$ cat src/hdl/chi_pkg.sv
`timescale 1ns / 1ps
// Shared types and constants for the capped h-index core estimate block.
// Used by chi_ctrl, chi_hist_mem and the top level; depends on nothing.
package chi_pkg;

    localparam int OWN_W          = 11;
    localparam int NB_W           = 16;
    localparam int BIN_W          = 11;
    localparam int ACC_W          = 12;
    localparam int NUM_BINS_DEF   = 1024;

    localparam logic [BIN_W-1:0] BIN_SAT = {BIN_W{1'b1}};

    typedef enum logic [2:0] {
        ST_INIT,
        ST_IDLE,
        ST_UPD,
        ST_SCAN_RD,
        ST_SCAN_ACC,
        ST_CLR
    } t_state;

    // Port controls of the histogram memory.
    typedef struct packed {
        logic rd;
        logic wr;
    } t_mem_ctl;

    // A finished result handed to the output register.
    typedef struct packed {
        logic             push;
        logic [OWN_W-1:0] value;
    } t_res;

endpackage

$ cat src/hdl/chi_ctrl.sv
`timescale 1ns / 1ps
// Sequencer for histogram updates, the downward scan and the clearing sweeps.
// Depends on chi_pkg; drives the port of chi_hist_mem.
module chi_ctrl
    import chi_pkg::*;
#(
    parameter int NUM_BINS = NUM_BINS_DEF,
    parameter int AW       = 10
) (
    input  logic              i_clk,
    input  logic              i_rst_n,
    input  logic              i_valid,
    output logic              o_stall,
    input  logic [OWN_W-1:0]  i_own_estimate,
    input  logic [NB_W-1:0]   i_neighbor_estimate,
    input  logic              i_neighbor_valid,
    input  logic              i_last,
    input  logic              i_slot_free,
    output t_res              o_res,
    output t_mem_ctl          o_mem_ctl,
    output logic [AW-1:0]     o_mem_addr,
    output logic [BIN_W-1:0]  o_mem_wdata,
    input  logic [BIN_W-1:0]  i_mem_rdata
);

    t_state            r_state, n_state;
    logic [OWN_W-1:0]  r_held, n_held;
    logic              r_in_run, n_in_run;
    logic              r_last, n_last;
    logic [OWN_W-1:0]  r_k, n_k;
    logic [ACC_W-1:0]  r_acc, n_acc;
    logic [AW-1:0]     r_addr, n_addr;

    logic [OWN_W-1:0]  w_held_sel;
    logic [OWN_W-1:0]  w_bin;
    logic [OWN_W-1:0]  w_bin_idx;
    logic [AW-1:0]     w_bin_addr;
    logic [OWN_W-1:0]  w_k_dec;
    logic [ACC_W-1:0]  w_sum;

    // The own estimate is taken from the first item of a run and saturated.
    always_comb begin
        if (r_in_run) begin
            w_held_sel = r_held;
        end else if (17'(i_own_estimate) > 17'(NUM_BINS)) begin
            w_held_sel = OWN_W'(NUM_BINS);
        end else begin
            w_held_sel = i_own_estimate;
        end
    end

    // Unknown (zero) or larger neighbor estimates count at the own estimate.
    always_comb begin
        if (i_neighbor_estimate == '0 || i_neighbor_estimate > NB_W'(w_held_sel)) begin
            w_bin = w_held_sel;
        end else begin
            w_bin = i_neighbor_estimate[OWN_W-1:0];
        end
    end

    assign w_bin_idx  = OWN_W'(w_bin - 1'b1);
    assign w_bin_addr = AW'(w_bin_idx);
    assign w_k_dec    = OWN_W'(r_k - 1'b1);
    assign w_sum      = r_acc + ACC_W'(i_mem_rdata);

    always_ff @(posedge i_clk) begin
        if (!i_rst_n) begin
            r_state  <= ST_INIT;
            r_in_run <= 1'b0;
            r_held   <= '0;
            r_addr   <= '0;
        end else begin
            r_state  <= n_state;
            r_in_run <= n_in_run;
            r_held   <= n_held;
            r_addr   <= n_addr;
        end
    end

    always_ff @(posedge i_clk) begin
        r_last <= n_last;
        r_k    <= n_k;
        r_acc  <= n_acc;
    end

    always_comb begin
        n_state     = r_state;
        n_held      = r_held;
        n_in_run    = r_in_run;
        n_last      = r_last;
        n_k         = r_k;
        n_acc       = r_acc;
        n_addr      = r_addr;
        o_stall     = 1'b1;
        o_res       = '0;
        o_mem_ctl   = '0;
        o_mem_addr  = '0;
        o_mem_wdata = '0;
        case (r_state)
            ST_INIT: begin
                o_mem_ctl.wr = 1'b1;
                o_mem_addr   = r_addr;
                if (r_addr == AW'(NUM_BINS - 1)) begin
                    n_addr  = '0;
                    n_state = ST_IDLE;
                end else begin
                    n_addr = AW'(r_addr + 1'b1);
                end
            end
            ST_IDLE: begin
                o_stall = 1'b0;
                if (i_valid) begin
                    n_held   = w_held_sel;
                    n_in_run = !i_last;
                    n_last   = i_last;
                    n_k      = w_held_sel;
                    n_acc    = '0;
                    if (i_neighbor_valid && w_held_sel != '0) begin
                        o_mem_ctl.rd = 1'b1;
                        o_mem_addr   = w_bin_addr;
                        n_addr       = w_bin_addr;
                        n_state      = ST_UPD;
                    end else if (i_last) begin
                        n_state = ST_SCAN_RD;
                    end
                end
            end
            ST_UPD: begin
                o_mem_ctl.wr = 1'b1;
                o_mem_addr   = r_addr;
                o_mem_wdata  = (i_mem_rdata < BIN_SAT) ?
                               BIN_W'(i_mem_rdata + 1'b1) : i_mem_rdata;
                if (r_last) begin
                    n_k     = r_held;
                    n_acc   = '0;
                    n_state = ST_SCAN_RD;
                end else begin
                    n_state = ST_IDLE;
                end
            end
            ST_SCAN_RD: begin
                if (r_k == '0) begin
                    // Scan ran out: the result is zero and every bin is clear.
                    if (i_slot_free) begin
                        o_res.push = 1'b1;
                        n_state    = ST_IDLE;
                    end
                end else begin
                    // Read the bin and clear it in the same access.
                    o_mem_ctl.rd = 1'b1;
                    o_mem_ctl.wr = 1'b1;
                    o_mem_addr   = AW'(w_k_dec);
                    n_state      = ST_SCAN_ACC;
                end
            end
            ST_SCAN_ACC: begin
                if (w_sum >= ACC_W'(r_k)) begin
                    if (i_slot_free) begin
                        o_res.push  = 1'b1;
                        o_res.value = r_k;
                        n_k         = w_k_dec;
                        n_state     = ST_CLR;
                    end
                end else begin
                    n_acc   = w_sum;
                    n_k     = w_k_dec;
                    n_state = ST_SCAN_RD;
                end
            end
            ST_CLR: begin
                if (r_k == '0) begin
                    n_state = ST_IDLE;
                end else begin
                    o_mem_ctl.wr = 1'b1;
                    o_mem_addr   = AW'(w_k_dec);
                    n_k          = w_k_dec;
                end
            end
            default: begin
                n_state = ST_IDLE;
            end
        endcase
    end

endmodule

$ cat config.mk
export PLATFORM = sky130hd
export DESIGN_NAME = chi_ctrl
export DESIGN_NICKNAME = d
export VERILOG_FILES = /design/src/hdl/chi_pkg.sv /design/src/hdl/chi_ctrl.sv
export SDC_FILE = /design/constraint.sdc
export NUM_CORES = 1
export LEC_CHECK = 0
export BUFFER_PORTS_ARGS = -buffer_cell sky130_fd_sc_hd__buf_2
export CORE_MARGIN = 3
export CORE_UTILIZATION = 60
export CTS_BUF_LIST = sky130_fd_sc_hd__clkbuf_4
export CTS_CLUSTER_SIZE = 40
export DETAILED_ROUTE_END_ITERATION = 10
export PLACE_DENSITY = 0.95
export SLEW_MARGIN = 20
export SYNTH_ARGS = -nofsm -noshare
export SYNTH_HDL_FRONTEND = slang
export SYNTH_SLANG_ARGS = --single-unit
$ cat constraint.sdc
create_clock -name i_clk -period 9.1 [get_ports i_clk]
set_clock_uncertainty 0.15 [all_clocks]
set_input_delay 1.365 -clock i_clk [delete_from_list [all_inputs] [get_ports i_clk]]
set_output_delay 1.365 -clock i_clk [all_outputs]
set_load 0.1 [all_outputs]
# Word level (Yosys, flattened, before mapping)
# Index checks and enable logic that the tools add are counted.
[totals]
input_bits = 44
reg_bits = 49
word_cells = 96
out_inout_bits = 36
[op_classes]
reduce_logical = 17
eq_ne = 16
muxes = 47
addsub = 5
order_cmp = 4
[op_table]
columns = ["op", "n"]
rows = [
  ["$mux W11", 10],
  ["$mux W10", 7],
  ["$mux W12", 5],
  ["$pmux W11 S4", 1],
  ["$pmux W12 S3", 1],
  ["$pmux W10 S3", 1],
  ["$mux W3", 9],
  ["$pmux W10 S2", 1],
  ["$pmux W3 S6", 1],
  ["$gt A16 B11 Y1", 1],
  ["$logic_not A16 Y1", 1],
  ["$ne A2 B2 Y1 const B", 7],
  ["$add A12 B11 Y12", 1],
  ["$ge A12 B11 Y1", 1],
  ["$add A11 B1 Y11 const B", 1],
  ["$gt A11 B11 Y1 const B", 1],
  ["$logic_not A11 Y1", 1],
  ["$lt A11 B11 Y1 const B", 1],
  ["$reduce_bool A11 Y1", 1],
  ["$sub A11 B1 Y11 const B", 1],
  ["$add A10 B1 Y10 const B", 1],
  ["$eq A10 B10 Y1 const B", 1],
  ["$sub A10 B1 Y10 const B", 1],
  ["$ne A3 B3 Y1 const B", 3],
  ["20 further kinds", 30],
]

# Longest topological paths before layout
# Gate-level depths: netlist of run 1.
[depth]
ltp_word = 10
mapped_depth = 21
ltp_nobuf = 17

# Worst setup path before layout of run 1
# Ideal clock, no wire load.
[synth_timing]
path_type = "input port to output port"
start = "in i_mem_rdata[0]"
end = "out o_res[11] (netlist name)"
n_path_buf = 0
t_arrival_ns = 6.373
cell_stages = 16
t_required_ns = 7.585
setup_slack_ns = 1.212
path_cell_list = "ha_1 fa_1 a21o_1 a21oi_1 nor2b_1 o21a_1 o41a_1 a31o_2 xor2_1 ha_1 o211ai_1 nor4_1 a2111oi_0 nand2_1 nand2_1 a21boi_0"
[synth_lines]
columns = ["item", "line_no", "text"]
rows = [
  ["start: declaration", "chi_ctrl.sv:23", "input logic [BIN_W-1:0] i_mem_rdata"],
  ["end: declaration", "chi_ctrl.sv:19", "output t_res o_res,"],
]

# Final worst setup path of run 1
[layout_timing]
start = "in i_own_estimate[10]"
end = "out o_mem_addr[6]"
[layout_via]
elab_chain_cells = 10
word_cells_on_any_way = 12
cone_classes = "add/sub: 1; order compare: 2; mux: 6; reduce/logical: 3"
[layout_rtl]
columns = ["item", "line_no", "text"]
rows = [
  ["start: declaration", "chi_ctrl.sv:14", "input logic [OWN_W-1:0] i_own_estimate,"],
  ["$gt A11 B11 Y1", "chi_ctrl.sv:45", "end else if (17'(i_own_estimate) > 17'(NUM_BINS)) begin"],
  ["$mux W11 (*)", "chi_ctrl.sv:45", ""],
  ["$mux W11 (*)", "chi_ctrl.sv:43", "if (r_in_run) begin"],
  ["$gt A16 B11 Y1", "chi_ctrl.sv:54", "if (i_neighbor_estimate == '0 || i_neighbor_estimate > NB_W'(w_held_sel)) begin"],
  ["$logic_or A1 B1 Y1", "chi_ctrl.sv:54", ""],
  ["$mux W10", "chi_ctrl.sv:54", ""],
  ["$sub A10 B1 Y10", "chi_ctrl.sv:61", "assign w_bin_idx = OWN_W'(w_bin - 1'b1);"],
  ["$mux W10 (*)", "chi_ctrl.sv:118", "if (i_neighbor_valid && w_held_sel != '0) begin"],
  ["$mux W10 (*)", "chi_ctrl.sv:112", "if (i_valid) begin"],
  ["$pmux W10 S3 (*)", "chi_ctrl.sv:99", "case (r_state)"],
  ["end: declaration", "chi_ctrl.sv:21", "output logic [AW-1:0] o_mem_addr,"],
]
# Mark *: on every way between the ends. The rest lies on a longest branch, timed or not.

==> results of run 1 <==
[metal layers]
layer | GRT usage [%] | up-vias
met5 | 0 | -
met4 | 12.94 | 0
met3 | 4.747 | 42
met2 | 51.22 | 259
met1 | 37.51 | 2136
li1 | - | 2208
[layout by cell type, fill, tap and decap left out, drive strengths merged, types with 20 or more instances in the layout]
| master | instances |
|---|---|
| a211oi | 20 |
| a21oi | 32 |
| and2 | 25 |
| buf | 79 |
| dfxtp | 25 |
| edfxtp | 24 |
| ha | 36 |
| inv | 24 |
| nand2 | 46 |
| nor2 | 61 |
| o21ai | 22 |
| xnor2 | 25 |
[synth_stat cells, types with 18 or more instances]
library cell / instances
xnor2_1: 25
nor2_1: 61
a211oi_1: 19
ha_1: 36
dfxtp_1: 25
and2_1: 24
o21ai_0: 22
clkbuf_1: 18
nand2_1: 46
inv_1: 22
a21oi_1: 32
edfxtp_1: 24
[logic make-up after synthesis]
| kind of cell | after synthesis | synth area share [%] |
|---|---|---|
| xor gates and xnor gates | 40 | 7.665 |
| AOI/OAI and AO/OA | 148 | 22.89 |
| muxes | 9 | 1.998 |
| DFF | 49 | 26.72 |
| adders and majority gates | 38 | 10.54 |
| and+or+nand+nor | 227 | 25.65 |
| buffers and inverters | 49 | 4.544 |
[power by group through the flow]
stage | combinational [mW] | sequential, mW | clock, mW
after floorplan | 0.884 | 0.371 | 0
after global placement | 1.03 | 0.410 | 0
after detailed placement | 1.06 | 0.415 | 0
after CTS | 1.07 | 0.409 | 0.116
after global routing | 1.17 | 0.422 | 0.125
final | 1.09 | 0.414 | 0.116
[per-stage QoR]
stage	cells	instance area [um^2]	setup slack, ns	utilization [%]
final	721	5045	1.663	68.82
after CTS	721	5039	1.715	68.73
after detailed placement	713	4972	1.719	67.83
after floorplan	560	4571	1.212	-
after global routing	721	5045	1.260	68.82
after global placement	713	4972	1.931	67.83
[worst register-to-register path, cell delays in order, from the launching register on]
cell	delay, ns
dfxtp_1	0.87
nor2_1	0.23
a22oi_1	0.49
ha_1	0.35
nand4_1	0.14
nor2_1	0.07
a2111o_1	0.39
a211oi_2	0.15
o31a_1	0.57
mux2i_1	0.41
ha_1	0.40
nor4bb_1	0.38
xnor2_1	0.16
mux2i_1	0.09
nand2_1	0.12
a21oi_1	0.06
[layout make-up]
| class | count | area, um^2 | area share (%) |
|---|---|---|---|
| clock buffer | 5 | 37.54 | 0.7440 |
| tap | 99 | 123.9 | 2.455 |
| sequential | 49 | 1221 | 24.21 |
| multi-input combinational | 462 | 3148 | 62.40 |
| clock inverter | 3 | 28.78 | 0.5704 |
| inverter | 24 | 90.09 | 1.786 |
| timing repair buffer | 79 | 395.4 | 7.837 |
[sequential cells by signal, indices dropped and copies added (netlist names)]
register and flops:
r_acc 12, r_held 11, r_k 11, r_addr 10, r_state 3, r_in_run 1
r_last 1
[worst min path at each step]
stage / endpoint / start / slack, ns
global placement: r_held[0] / r_held[0] / 0.36
CTS: r_held[7] / r_held[7] / 0.39
global route: r_held[7] / r_held[7] / 0.43
finish: r_held[1] / r_held[1] / 0.40
detailed placement: r_held[7] / r_held[7] / 0.37
floorplan: r_held[0] / r_held[0] / 0.34
==> run metrics, run 1 <==
first-pass GRT wire length 21.01 mm; post-CTS setup buffers 0; #FFs+latches synth 49; worst reg2reg endpoint r_addr[6]; Avg Cell Area, Syn 8.162 um^2; final worst-path cycle share 81.73%; Via density 6.442; cells taking the most area after synthesis edfxtp_1 (16%), dfxtp_1 (11%), ha_1 (9.9%); reg-to-reg startpoint r_in_run; top cell type's share of synthesized area 15.77%; Max stage delay on crit path 0.57 ns; Net Sw Power 947.5 uW; Max-Cap Viols 0; Comb power frac 67.2%; average wire per standard cell 18.10 um; # rows 31; hold slack final 0.3975 ns; vias in the first global route 4369; htree depth 2; Net count, final 702; Seq pwr share 25.6%; WP data required 7.59 ns; Crit. path cell count 17; library cells used by synthesis 69; area leader, netlist edfxtp_1; die footprint 8701 um^2; GRT overflow 0; crit path kind in -> out; CP max stage cell o31a_1; post-synthesis sequential area ratio 26.72%; hold path cells 2; top_reg_cell synth dfxtp_1; FFs w/ async S/R, synth 0%; Hold Path Class reg -> reg; CTS Root Cell clkbuf_4; Max Clock Freq 134.5 MHz; cells after synthesis 560; routed wire length on met3 1.159 mm; final antenna diode count 0; Final Slew Violations 0; DR iter-0 viols 420; Setup TNS Final 0 ns; post-layout min period 7.437 ns; Pwr Density 320.2 nW/um^2; clock latency on the worst-skew pair 0.40 ns; CTS Sinks 49; status complete, no violations; r2r worst-path depth 15; Initial Utilization 62.35%; Mapped Area 4571 um^2; Routed Antenna Nets 0; Post-route DRC 0; Final GP Congestion 0.9471; Worst slew margin 40.85%; CTS tree done; Post-synth EDFFs 24; share of cells above drive strength 1 16.72%; routed wire length 13.05 mm; total CTS buffers 5; Yosys warnings 0; CP bufs+invs 2; DRT Pass-1 Iters 8; total track usage 30.08%; largest fanout on the critical path 16; vias post-DR 4645; VDD IR-drop max 0.2343 mV; Met2 Routed Length 6.179 mm; Startpoint Class input pin; setup slack, reg-to-reg 3.96 ns; Worst Setup SP i_own_estimate[10]; total power 1.615 mW; switching part of the total power 58.65%; Final Hold Fails 0; Pleak 2.064 nW; Clock Tree Buf Depth 2; cell family with most CP delay compound AO/OA/AOI/OAI gates; RSZ-0062 raised after global routing no; crit path cell chain buf_2 -> nor2_1 -> a22oi_1 -> ha_1 -> nand4_1 -> nor2_1 -> a2111o_1 -> a211oi_2 -> o31a_1 -> mux2i_1 -> ha_1 -> nor4bb_1 -> xnor2_1 -> mux2i_1 -> nand2_1 -> o211ai_1 -> buf_2; Post-Syn Nets 641; largest net degree at the start of global routing 27; post-detail-place hpwl 10.23 mm; IO buf count 79; Clock power frac 7.2%; Worst setup endpoint o_mem_addr[6]; # resized after CTS 0; DR top layer met4; CTS Hold Bufs 0; area delta synth->final 10.38%; WL met1 5.249 mm; core area 7331 um^2; Slew @ Worst Pin 0.8873 ns; # IOs 80; initial antenna violation count 0; CP arrival 5.92 ns; Die Width 93.28 um; Final Setup Violations 0; FILL cells 589; Pint 667.9 uW; clock slew at reported path FFs 0.18 ns; die height 93.28 um; CP Capture Type output pin
Power figures use the tool's default switching activity.
==> inputs of run 2 (changes only) <==
--- a/config.mk
+++ b/config.mk
@@ -5,9 +5,10 @@
 export SDC_FILE = /design/constraint.sdc
 export NUM_CORES = 1
 export LEC_CHECK = 0
+export ABC_AREA = 1
 export BUFFER_PORTS_ARGS = -buffer_cell sky130_fd_sc_hd__buf_2
 export CORE_MARGIN = 3
-export CORE_UTILIZATION = 60
+export CORE_UTILIZATION = 59
 export CTS_BUF_LIST = sky130_fd_sc_hd__clkbuf_4
 export CTS_CLUSTER_SIZE = 40
 export DETAILED_ROUTE_END_ITERATION = 10
==> constraint.sdc (replaced) <==
create_clock -name i_clk -period 6.9 [get_ports i_clk]
set_clock_uncertainty 0.15 [all_clocks]
set_input_delay 1.035 -clock i_clk [delete_from_list [all_inputs] [get_ports i_clk]]
set_output_delay 1.035 -clock i_clk [all_outputs]
set_load 0.1 [all_outputs]
==> run 2 against run 1 <==
Compared with the run above:
- sequential share of layout area down 0.79 points
- sequential cell count unchanged
- final cell count up 16%
- critical path type unchanged
- sequential power up 42%
- utilization up 1.2 points
- die area up 2.9%
- global-route usage up 0.68 points
- register-to-register slack worse by 1.8 ns
- combinational power up 88%
==> run metrics, run 2 <==
r2r worst-path depth 20; WP data required 5.71 ns; hold path cells 2; Routed Antenna Nets 0; max reg flops 12; setup slack, reg-to-reg 2.21 ns; post-synthesis simple-gate area fraction 29.09%; Synth Area in Compound Gates 18.07%; core area 7447 um^2; worst reg2reg endpoint r_acc[10]; initial antenna violation count 0; area leader, netlist edfxtp_1; vias post-DR 4972; FFs w/ async S/R, synth 0%; first-pass GRT wire length 22.12 mm; clock slew at reported path FFs 0.16 ns; Pwr Density 547.2 nW/um^2; Mapped Area 4632 um^2; Net Sw Power 1.753 mW; Final GP Congestion 1.002; Post-Syn Nets 738; Worst slew margin 29.82%; cells after synthesis 657; # resized after CTS 0; largest net degree at the start of global routing 19; Post-synth EDFFs 24; RSZ-0062 raised after global routing no; IO buf count 79; CP arrival 4.94 ns; total CTS buffers 5; Hold EP r_held[8]; Final Slew Violations 0; routed wire length 13.25 mm; Final Hold Fails 0; Clock power frac 7.6%; switching part of the total power 61.42%; CTS tree done; VDD IR-drop max 0.1929 mV; clock latency on the worst-skew pair 0.38 ns; Max-Cap Viols 0; htree depth 2; Setup TNS Final 0 ns; library cells used by synthesis 52; post-CTS setup buffers 0; adder-cell share of the synthesized area 10.16%; reg-to-reg startpoint r_acc[0]; die height 94.61 um; final worst-path cycle share 88.73%; Initial Utilization 62.20%; post-layout min period 6.123 ns; CTS Hold Bufs 0; largest family of logic cells by synthesized area simple AND/OR/NAND/NOR gates; total power 2.854 mW; DR iter-0 viols 466; Via density 5.969; Avg Cell Area, Syn 7.050 um^2; Top reg by flops r_acc; CP Capture Type output pin; CTS Sinks 49; post-detail-place hpwl 10.49 mm; status complete, no violations; crit path kind in -> out; vias in the first global route 4820; die footprint 8950 um^2; GRT overflow 0; total track usage 30.76%; # rows 31; commonest non-fill, non-tap cells in the layout nand2_1 (120), inv_1 (107), buf_2 (79), nor2_1 (60), a21oi_1 (45); Comb power frac 71.8%; multiplexer share of the synthesized area 0%; top_reg_cell synth dfxtp_1; Hold Path Class reg -> reg; cells taking the most area after synthesis edfxtp_1 (16%), dfxtp_1 (11%), ha_1 (9.7%); most common cell after layout, fill and taps aside nand2_1; xor-xnor portion of the synthesized cell area 5.646%; Max Clock Freq 163.3 MHz; Pleak 2.657 nW; Startpoint Class input pin; Yosys warnings 0; min-delay src r_held[8]; Clock Tree Buf Depth 2; top cell type's share of synthesized area 15.56%; Post-route DRC 0; CTS Root Cell clkbuf_4; Net count, final 814; DRT Pass-1 Iters 8; Commonest cells post-synth nand2_1 (120), inv_1 (107), nor2_1 (61), a21oi_1 (45), nand3_1 (44); average wire per standard cell 15.90 um; post-synthesis sequential area ratio 26.36%; most frequent cell after synthesis nand2_1; # IOs 80; share of cells above drive strength 1 17.57%; Seq pwr share 20.6%; top flop regs r_acc x12, r_held x11, r_k x11; area delta synth->final 12.59%; #FFs+latches synth 49; Final Setup Violations 0; Slew @ Worst Pin 1.053 ns; largest fanout on the critical path 12; final antenna diode count 0; Pint 1.101 mW; Die Width 94.61 um
-- run 2: cell count changes after synthesis, moves of 16 or more --
cell / delta
a211oi_1: -16
and2_1: -20
inv_1: +85
nand2_1: +74
nand3_1: +27
xnor2_1: -21
-- run 2: per-stage QoR --
| stage | util (%) | instances | setup slack [ns] | cell area, um^2 | hold slack [ns] |
|---|---|---|---|---|---|
| after floorplan | - | 657 | 0.6675 | 4632 | 0.3175 |
| after global placement | 68.57 | 825 | 1.037 | 5106 | 0.3329 |
| after detailed placement | 68.57 | 825 | 0.8211 | 5106 | 0.3437 |
| after CTS | 69.99 | 833 | 0.8142 | 5213 | 0.3766 |
| after global routing | 70.03 | 833 | 0.3876 | 5215 | 0.4111 |
| final | 70.03 | 833 | 0.7774 | 5215 | 0.3731 |
-- run 2: per-layer routing --
metal  up-vias  GRT usage [%]  part of all wire [%]
li1       2361              -                     -
met1      2241          37.92                    39
met2       313          53.20                    46
met3        57          4.223                    10
met4         0          13.70                   4.6
met5         -              0                     0
-- run 2: worst max-delay path: stages --
cell and delay [ns]:
buf_2 0.12, ha_1 0.22, fa_1 0.41, nand3_1 0.10, nand2_1 0.06, nand2_1 0.07, nand2_1 0.06, a21oi_1 0.22
nor2_1 0.06, o21ai_0 0.21, nand2_1 0.08, nand2_1 0.08, nand2_1 0.05, a21oi_1 0.16, xor2_1 0.20, inv_1 0.06
ha_1 0.26, a21boi_0 0.19, nor3_1 0.11, nor2_1 0.20, nand2_1 0.33, nor2_1 0.19, buf_2 0.45
-- run 2: how the worst max path moves through the flow --
| stage | startpoint | end | slack, ns | cells past startpoint |
|---|---|---|---|---|
| after floorplan | i_mem_rdata[0] | o_res[1] | 0.67 | 22 |
| after global placement | i_mem_rdata[0] | o_res[5] | 1.04 | 23 |
| after detailed placement | i_mem_rdata[0] | o_res[10] | 0.82 | 23 |
| after CTS | i_mem_rdata[0] | o_res[10] | 0.81 | 23 |
| after global routing | i_mem_rdata[0] | o_res[9] | 0.39 | 23 |
| final | i_mem_rdata[0] | o_res[10] | 0.78 | 23 |
-- run 2: logic make-up after synthesis --
| group | Yosys count |
|---|---|
| xor+xnor | 29 |
| buf+inv | 126 |
| simple gates | 284 |
| compound gates | 132 |
| fa+ha+maj | 37 |
| flops | 49 |
-- run 2: layout make-up --
| class | count | area, um^2 |
|---|---|---|
| Timing Repair Buffer | 81 | 410.4 |
| Clock buffer | 5 | 37.54 |
| Tap cell | 99 | 123.9 |
| Inverter | 114 | 427.9 |
| Fill cell | 620 | 2232 |
| Multi-Input combinational cell | 482 | 2925 |
| Sequential cell | 49 | 1221 |
| Clock inverter | 3 | 68.82 |
-- run 2: power by group through the flow --
| stage | clock [mW] | combinational, mW | sequential, mW |
|---|---|---|---|
| floorplan | 0 | 1.61 | 0.558 |
| detailed placement | 0 | 1.99 | 0.591 |
| global placement | 0 | 1.93 | 0.581 |
| CTS | 0.215 | 2.01 | 0.584 |
| finish | 0.216 | 2.05 | 0.588 |
| global route | 0.223 | 2.22 | 0.603 |
